<file path="src/hdl/wrapped_bilinear_texture_sampler_core_assert.svh">
// Assertion helpers shared by the sampler RTL.
// Both macros sample on clk_i and stay quiet while rst_ni is low.
`ifndef WRAPPED_BILINEAR_TEXTURE_SAMPLER_CORE_ASSERT_SVH
`define WRAPPED_BILINEAR_TEXTURE_SAMPLER_CORE_ASSERT_SVH

// Same-cycle implication.
`define WBTS_ASSERT_IMPL(lbl, ante, cons) \
  lbl: assert property (@(posedge clk_i) disable iff (!rst_ni) (ante) |-> (cons)) \
    else $error("sampler assertion failed");

// Next-cycle implication.
`define WBTS_ASSERT_NEXT(lbl, ante, cons) \
  lbl: assert property (@(posedge clk_i) disable iff (!rst_ni) (ante) |=> (cons)) \
    else $error("sampler assertion failed");

`endif

</file>
<file path="src/hdl/wbts_pkg.sv">
package wbts_pkg;

  // Texture geometry
  localparam int MaxSide = 256;
  localparam int SideW   = $clog2(MaxSide + 1);
  localparam int CoordW  = $clog2(MaxSide);
  localparam int AddrW   = 2 * CoordW;

  // Word formats
  localparam int FracW     = 16;
  localparam int ByteW     = 8;
  localparam int PatternW  = 4 * ByteW;
  localparam int TexelW    = PatternW + ByteW;
  localparam int ResultW   = 18;

  // Action codes
  localparam logic [1:0] ACT_WRITE   = 2'd0;
  localparam logic [1:0] ACT_PATTERN = 2'd1;
  localparam logic [1:0] ACT_MASK    = 2'd2;
  localparam logic [1:0] ACT_NONE    = 2'd3;

  // Configuration register indexes
  localparam logic [1:0] CFG_SIDE    = 2'd0;
  localparam logic [1:0] CFG_PATTERN = 2'd1;
  localparam logic [1:0] CFG_MASK    = 2'd2;

  // Step strobes from the sequencer to the filter datapath
  typedef struct packed {
    logic       load;
    logic       mul;
    logic       loc;
    logic       row;
    logic       rd;
    logic [1:0] rd_sel;
    logic       div1;
    logic       div2;
  } wbts_ctl_t;

endpackage

</file>
<file path="src/hdl/wbts_filter.sv">
module wbts_filter (
  input  logic                               clk_i,
  input  logic                               rst_ni,
  input  wbts_pkg::wbts_ctl_t                ctl_i,
  input  logic [1:0]                         action_i,
  input  logic [1:0]                         channel_i,
  input  logic [wbts_pkg::FracW-1:0]         frac_u_i,
  input  logic [wbts_pkg::FracW-1:0]         frac_v_i,
  input  logic [wbts_pkg::SideW-1:0]         side_i,
  input  logic [wbts_pkg::TexelW-1:0]        rdata_i,
  output logic [wbts_pkg::AddrW-1:0]         rd_addr_o,
  output logic signed [wbts_pkg::ResultW-1:0] result_o
);
  import wbts_pkg::*;

  localparam int ProdW   = FracW + SideW;
  localparam int TW      = ProdW + 1;
  localparam int RowW    = CoordW + SideW;
  localparam int WeightW = FracW + 1;
  localparam int P1W     = ByteW + WeightW;
  localparam int P2W     = P1W + WeightW;
  localparam int AccW    = 2 * FracW + ByteW;
  localparam int SumW    = AccW + 1;
  localparam int RndShift = 2 * FracW - 16;
  localparam int NegShift = 2 * FracW - 9;
  localparam int DivW    = 24;
  localparam int RecW    = 26;
  localparam int RecShift = 32;
  localparam int QW      = ResultW - 1;

  localparam logic [WeightW-1:0] One = {1'b1, {FracW{1'b0}}};
  localparam logic signed [TW-1:0] Half = {{(TW - FracW){1'b0}}, 1'b1, {(FracW - 1){1'b0}}};
  localparam logic [SumW-1:0] PatBias  = SumW'(255) << (RndShift - 1);
  localparam logic [SumW-1:0] MaskBias = SumW'(127) << (RndShift - 1);
  localparam logic [SumW-1:0] NegBias  = SumW'(1) << (NegShift - 1);
  localparam logic [SumW-1:0] Neutral  = SumW'(128) << (2 * FracW);
  localparam logic [RecW-1:0] Rec255 = 26'd16843009;
  localparam logic [RecW-1:0] Rec127 = 26'd33818640;
  localparam logic [ByteW-1:0] Div255 = 8'd255;
  localparam logic [ByteW-1:0] Div127 = 8'd127;

  localparam logic [1:0] MODE_PAT  = 2'd0;
  localparam logic [1:0] MODE_MPOS = 2'd1;
  localparam logic [1:0] MODE_MNEG = 2'd2;

  typedef struct packed {
    logic [CoordW-1:0] p0;
    logic [CoordW-1:0] p1;
    logic [FracW-1:0]  frac;
  } loc_t;

  // Wrap floor(t) into 0..n-1; t lies in -1..n-1 after the integer part drops out
  function automatic loc_t wrap_coord(input logic signed [TW-1:0] t,
                                      input logic [SideW-1:0] n);
    loc_t r;
    logic [SideW-1:0] m;
    logic [SideW-1:0] m1;
    m = t[TW-1] ? (n - 1'b1) : {1'b0, t[FracW +: CoordW]};
    m1 = m + 1'b1;
    r.p0 = m[CoordW-1:0];
    r.p1 = (m1 == n) ? '0 : m1[CoordW-1:0];
    r.frac = t[FracW-1:0];
    return r;
  endfunction

  logic                     is_mask_q;
  logic [1:0]               chan_q;
  logic [FracW-1:0]         fu_q, fv_q;
  logic [SideW-1:0]         n_q;
  logic signed [TW-1:0]     tu_q, tv_q;
  logic [ProdW-1:0]         pu, pv;
  loc_t                     lu, lv;
  logic [CoordW-1:0]        x0_q, x1_q, y0_q, y1_q;
  logic [FracW-1:0]         fx_q, fy_q;
  logic [RowW-1:0]          row0, row1;
  logic [AddrW-1:0]         base0_q, base1_q;
  logic                     cap_v_q, acc_v_q;
  logic [1:0]               cap_sel_q, acc_sel_q;
  logic [ByteW-1:0]         tex_byte;
  logic [WeightW-1:0]       wx, wy;
  logic [P1W-1:0]           p1_d, p1_q;
  logic [P2W-1:0]           p2;
  logic [AccW-1:0]          acc_q;
  logic [SumW-1:0]          acc_x, sum_pat, sum_pos, sum_neg;
  logic [DivW-1:0]          t_d, t_q;
  logic [1:0]               mode_d, mode_q;
  logic [RecW-1:0]          recip;
  logic [DivW+RecW-1:0]     qprod;
  logic [QW-1:0]            qe_q, q;
  logic [ByteW-1:0]         dsel;
  logic [DivW-1:0]          qd, rem;

  // Capture the sample fields
  always_ff @(posedge clk_i) begin
    if (ctl_i.load) begin
      is_mask_q <= (action_i == ACT_MASK);
      chan_q    <= channel_i;
      fu_q      <= frac_u_i;
      fv_q      <= frac_v_i;
      n_q       <= side_i;
    end
  end

  // Scale the fractional coordinate by the side and step back half a texel
  assign pu = ProdW'(fu_q) * ProdW'(n_q);
  assign pv = ProdW'(fv_q) * ProdW'(n_q);

  always_ff @(posedge clk_i) begin
    if (ctl_i.mul) begin
      tu_q <= $signed({1'b0, pu}) - Half;
      tv_q <= $signed({1'b0, pv}) - Half;
    end
  end

  // Wrap both axes to the texel pair and fraction
  assign lu = wrap_coord(tu_q, n_q);
  assign lv = wrap_coord(tv_q, n_q);

  always_ff @(posedge clk_i) begin
    if (ctl_i.loc) begin
      x0_q <= lu.p0;
      x1_q <= lu.p1;
      fx_q <= lu.frac;
      y0_q <= lv.p0;
      y1_q <= lv.p1;
      fy_q <= lv.frac;
    end
  end

  // Row base addresses; the index stays below side*side
  assign row0 = RowW'(y0_q) * RowW'(n_q);
  assign row1 = RowW'(y1_q) * RowW'(n_q);

  always_ff @(posedge clk_i) begin
    if (ctl_i.row) begin
      base0_q <= row0[AddrW-1:0];
      base1_q <= row1[AddrW-1:0];
    end
  end

  // Texel order: (x0,y0), (x1,y0), (x0,y1), (x1,y1)
  assign rd_addr_o = (ctl_i.rd_sel[1] ? base1_q : base0_q)
                   + AddrW'(ctl_i.rd_sel[0] ? x1_q : x0_q);

  // Pick the byte of the returned texel
  always_comb begin
    if (is_mask_q) begin
      tex_byte = rdata_i[TexelW-1 -: ByteW];
    end else begin
      tex_byte = rdata_i[chan_q * ByteW +: ByteW];
    end
  end

  assign wx   = cap_sel_q[0] ? {1'b0, fx_q} : One - {1'b0, fx_q};
  assign wy   = acc_sel_q[1] ? {1'b0, fy_q} : One - {1'b0, fy_q};
  assign p1_d = P1W'(tex_byte) * P1W'(wx);
  assign p2   = P2W'(p1_q) * P2W'(wy);

  // Track read returns through the two weighting stages
  always_ff @(posedge clk_i or negedge rst_ni) begin
    if (!rst_ni) begin
      cap_v_q <= 1'b0;
      acc_v_q <= 1'b0;
    end else begin
      cap_v_q <= ctl_i.rd;
      acc_v_q <= cap_v_q;
    end
  end

  // Weight each texel and accumulate
  always_ff @(posedge clk_i) begin
    cap_sel_q <= ctl_i.rd_sel;
    acc_sel_q <= cap_sel_q;
    if (cap_v_q) begin
      p1_q <= p1_d;
    end
    if (ctl_i.load) begin
      acc_q <= '0;
    end else if (acc_v_q) begin
      acc_q <= acc_q + p2[AccW-1:0];
    end
  end

  // Round the sum into a dividend for the constant divider
  assign acc_x   = {1'b0, acc_q};
  assign sum_pat = acc_x + PatBias;
  assign sum_pos = (acc_x - Neutral) + MaskBias;
  assign sum_neg = (Neutral - acc_x) + NegBias;

  always_comb begin
    if (!is_mask_q) begin
      t_d    = DivW'(sum_pat >> RndShift);
      mode_d = MODE_PAT;
    end else if (acc_x >= Neutral) begin
      t_d    = DivW'(sum_pos >> RndShift);
      mode_d = MODE_MPOS;
    end else begin
      t_d    = DivW'(sum_neg >> NegShift);
      mode_d = MODE_MNEG;
    end
  end

  always_ff @(posedge clk_i) begin
    if (ctl_i.div1) begin
      t_q    <= t_d;
      mode_q <= mode_d;
    end
  end

  // Estimate the quotient by reciprocal; it can fall short by one
  assign recip = (mode_q == MODE_MPOS) ? Rec127 : Rec255;
  assign qprod = (DivW + RecW)'(t_q) * (DivW + RecW)'(recip);

  always_ff @(posedge clk_i) begin
    if (ctl_i.div2) begin
      qe_q <= qprod[RecShift +: QW];
    end
  end

  // Correct the estimate and restore the sign
  assign dsel = (mode_q == MODE_MPOS) ? Div127 : Div255;
  assign qd   = DivW'(qe_q) * DivW'(dsel);
  assign rem  = t_q - qd;
  assign q    = (rem >= DivW'(dsel)) ? qe_q + 1'b1 : qe_q;

  always_comb begin
    if (mode_q == MODE_MNEG) begin
      result_o = -$signed({1'b0, t_q[QW-1:0]});
    end else begin
      result_o = $signed({1'b0, q});
    end
  end

endmodule

</file>
<file path="config.mk">
export PLATFORM = sky130hd
export DESIGN_NAME = wbts_filter
export DESIGN_NICKNAME = d
export VERILOG_FILES = /design/src/hdl/wrapped_bilinear_texture_sampler_core_assert.svh /design/src/hdl/wbts_pkg.sv /design/src/hdl/wbts_filter.sv
export SDC_FILE = /design/constraint.sdc
export NUM_CORES = 2
export LEC_CHECK = 0
export ABC_CLOCK_PERIOD_IN_PS = 9000
export BUFFER_PORTS_ARGS = -buffer_cell sky130_fd_sc_hd__buf_2
export CORE_AREA = 2 2 378 380
export DETAILED_ROUTE_END_ITERATION = 16
export DIE_AREA = 0 0 380 382
export PLACE_DENSITY = 0.56
export SYNTH_ARGS = -nofsm -noshare
export SYNTH_HDL_FRONTEND = slang
export SYNTH_SLANG_ARGS = --single-unit
</file>
<file path="constraint.sdc">
create_clock -name clk_i -period 9 [get_ports clk_i]
set_input_delay 0.9 -clock clk_i [delete_from_list [all_inputs] [get_ports clk_i]]
set_output_delay 0.9 -clock clk_i [all_outputs]
set_load 0.01 [all_outputs]
</file>
==> results.md <==
* Final setup vio count at 0
* Pre-CTS setup slack at 0.411 ns
* Crit-path max FO at 34
* FILL cells at 14,000
* Clock transition at path regs at 0.05 ns
* Most frequent cells in the layout: inv_1 (1,263), fa_1 (960), nand2_1 (830)
* Grt ovf at 0
* Die area at 145,000 um^2
* Critical Path RT at 8.10 ns
* Die span in y at 382 um
* Seq/Total Area, Yosys at 15.4%
* Worst slew margin at 16.7%
* CP startpoint: mode_q[0]
* Vias in the first global route at 43,200
* Die Wd at 380 um
* Post-CTS Repair Setup Buffers at 0
* Ys flop type: edfxtp_1
* Core area at 141,000 um^2
* Fin crit period at 8.50 ns
* Total Wirelength at 141 mm
* Setup CP Type: reg2out
* Number of flops mapped to enable cells by yosys at 258
* FF-to-FF setup slack at 0.65 ns
* Status: finished, final reports clean
* Area of the multi-input gates at 42,300 um^2
* HPWL after DPL at 115 mm
* H-tree depth at 2
* Via count at 39,900
* Worst Setup Start Kind: flip-flop
* Setup TNS at 0 ns
* Post-synth ARST share at 0.660%
* Synth Warn # at 0
* Post-CTS sizing at 0
* Commonest non-fill, non-tap cell in the layout: inv_1
* Syn avg cell area at 9.36 um^2
* Hold Vio Cnt, Final at 0
* Worst skew pair latency at 0.63 ns
* CTS tree: yes
* Final core occ at 43.0%
* Fin area at 60,600 um^2
* Post-route setup slack at 0.497 ns
* Reg2reg end: acc_q[36]
* Max-slew violations at 0
* Critical Path End Type: primary output
* Floorplan row count at 138
* CTS Hold Buffers Added at 0
* Pre-antenna DRT Iters at 8
* Syn-to-layout area delta at 7.77%
* Port bufs at 129
* FF+latch count, synth at 303
* Post-place instance area at 59,100 um^2
* Worst Skew at 0.0238 ns
* Cells on worst reg2reg path at 28
* Worst R2R Start: fy_q[4]
* Max Cap Viol at 0
* Fin crit share at 94.5%
* Cell count after synthesis at 6,006
* Fmax at 0.118 GHz
* Final Net Count at 7,752
* Antenna viol nets, final at 0
* Final weighted congestion in routability-driven placement at 0.898
* WP data arrival at 7.60 ns
* Min-Delay Path Class: in2async
* Global-route wire length before repair at 234 mm
* Clock Path Buffers at 3
* Initial antenna violation count at 3
* Clk sink count at 303
* Share of post-route cells with drive strength above 1 at 5.52%
* Worst Tran Pin Value at 1.21 ns
* Initial Util at 39.9%
* Clock Tree Root: clkbuf_16
* DR DRC count at 0
* DR WL/cell at 17.6 um
* Pin count of the biggest net entering global routing at 61
* Initial drt markers at 2,362
* Total I/O pin count at 130
* CTS Buf Count at 41
* RSZ-0062 raised after global routing: no
* Vias per Instance at 4.99
* FF+latch area at 8660 um^2
* GR Util All Layers at 20.1%
* Cell variety after synth at 89
* Mapped Area at 56,200 um^2
[kinds of logic (layout without fill, tap and decap cells)]
group                      after synthesis  after routing  synth area share, %
AOI/OAI and AO/OA                      559            559                 6.24
xor gates and xnor gates               285            285                 4.47
adders and majority gates             1585           1585                 48.1
buffers and inverters                 1498           1529                 10.0
DFF                                    303            303                 15.4
muxes                                   67             67                 1.42
other                                    2             70               0.0134
and+or+nand+nor                       1707           1707                 14.3
[how the worst max path moves through the flow]
stage	end	slack (ns)	depth (start not counted)
floorplan	acc_q[39]	1.05	32
global placement	acc_q[38]	0.45	28
detailed placement	acc_q[36]	0.41	28
CTS	acc_q[36]	0.36	28
global route	result_o[8]	0.1	22
finish	result_o[7]	0.50	22
[Yosys cell counts, types with 12 or more instances]
master / instances / area, um^2
o21bai_1: 13 / 97.6
and2_1: 336 / 2100
o31ai_1: 12 / 90.1
nor2_1: 220 / 826
nand3_1: 42 / 210
dfxtp_1: 43 / 861
a21o_1: 54 / 405
nand2b_1: 35 / 219
xor2_1: 99 / 867
xnor2_1: 185 / 1620
ha_1: 625 / 7820
nand4_1: 22 / 138
nor3_1: 56 / 280
or3_1: 28 / 175
a211oi_1: 16 / 120
inv_1: 1263 / 4740
buf_1: 50 / 188
o211ai_1: 23 / 173
o21ai_0: 151 / 756
and3_1: 22 / 138
clkbuf_1: 178 / 668
or2_2: 14 / 87.6
fa_1: 960 / 19200
mux2i_1: 38 / 380
nor4_1: 20 / 125
a21oi_1: 166 / 831
a31oi_1: 15 / 93.8
o21a_1: 19 / 143
nand2_1: 830 / 3120
edfxtp_1: 258 / 7750
mux2_2: 20 / 225
nor2b_1: 40 / 250
[flip-flops by register name, summed over array words and instances, names as in the netlist, 17 cells and up]
| register | flops |
|---|---|
| t_q | 24 |
| acc_q | 40 |
| qe_q | 17 |
| tv_q | 25 |
| tu_q | 25 |
| p1_q | 25 |
[critical path, cell delays in order (launching register included)]
cell,delay [ns]
edfxtp_1,0.53
inv_1,0.19
buf_4,0.38
o21ai_0,0.19
fa_1,0.49
fa_1,0.52
fa_1,0.55
inv_1,0.05
fa_1,0.53
inv_1,0.04
ha_1,0.34
and4_1,0.28
o21ai_0,0.20
a211oi_2,0.42
o32ai_1,0.15
nor4_1,0.60
o2111ai_1,0.26
nor3_2,0.16
buf_4,0.26
nor3_1,0.10
xnor2_1,0.18
o21ai_0,0.35
buf_2,0.21
[metal layers]
layer	share of wire (%)	track usage (%)	up-vias
li1	-	-	18700
met1	45	27.7	20100
met2	47	33.7	917
met3	5.7	2.93	158
met4	2.1	4.29	4
met5	0.015	0	-
[final cells by class]
cell class,count,share of cell area (%)
Tap cell,1890,3.90
Clock inverter,32,0.597
Antenna cell,1,0.00413
Inverter,1267,7.85
Sequential cell,303,14.3
Multi-Input combinational cell,4272,69.8
Timing Repair Buffer,186,1.78
Clock buffer,44,1.75
[through the flow]
stage / instances / hold WS [ns]
floorplan: 6073 / 0.310
global placement: 7918 / 0.403
detailed placement: 7918 / 0.406
CTS: 7994 / 0.0234
global route: 7994 / 0.0401
finish: 7995 / 0.0606
Power is not shown: default switching activity piles up to over one toggle a cycle in this logic, so the estimate is an artifact.
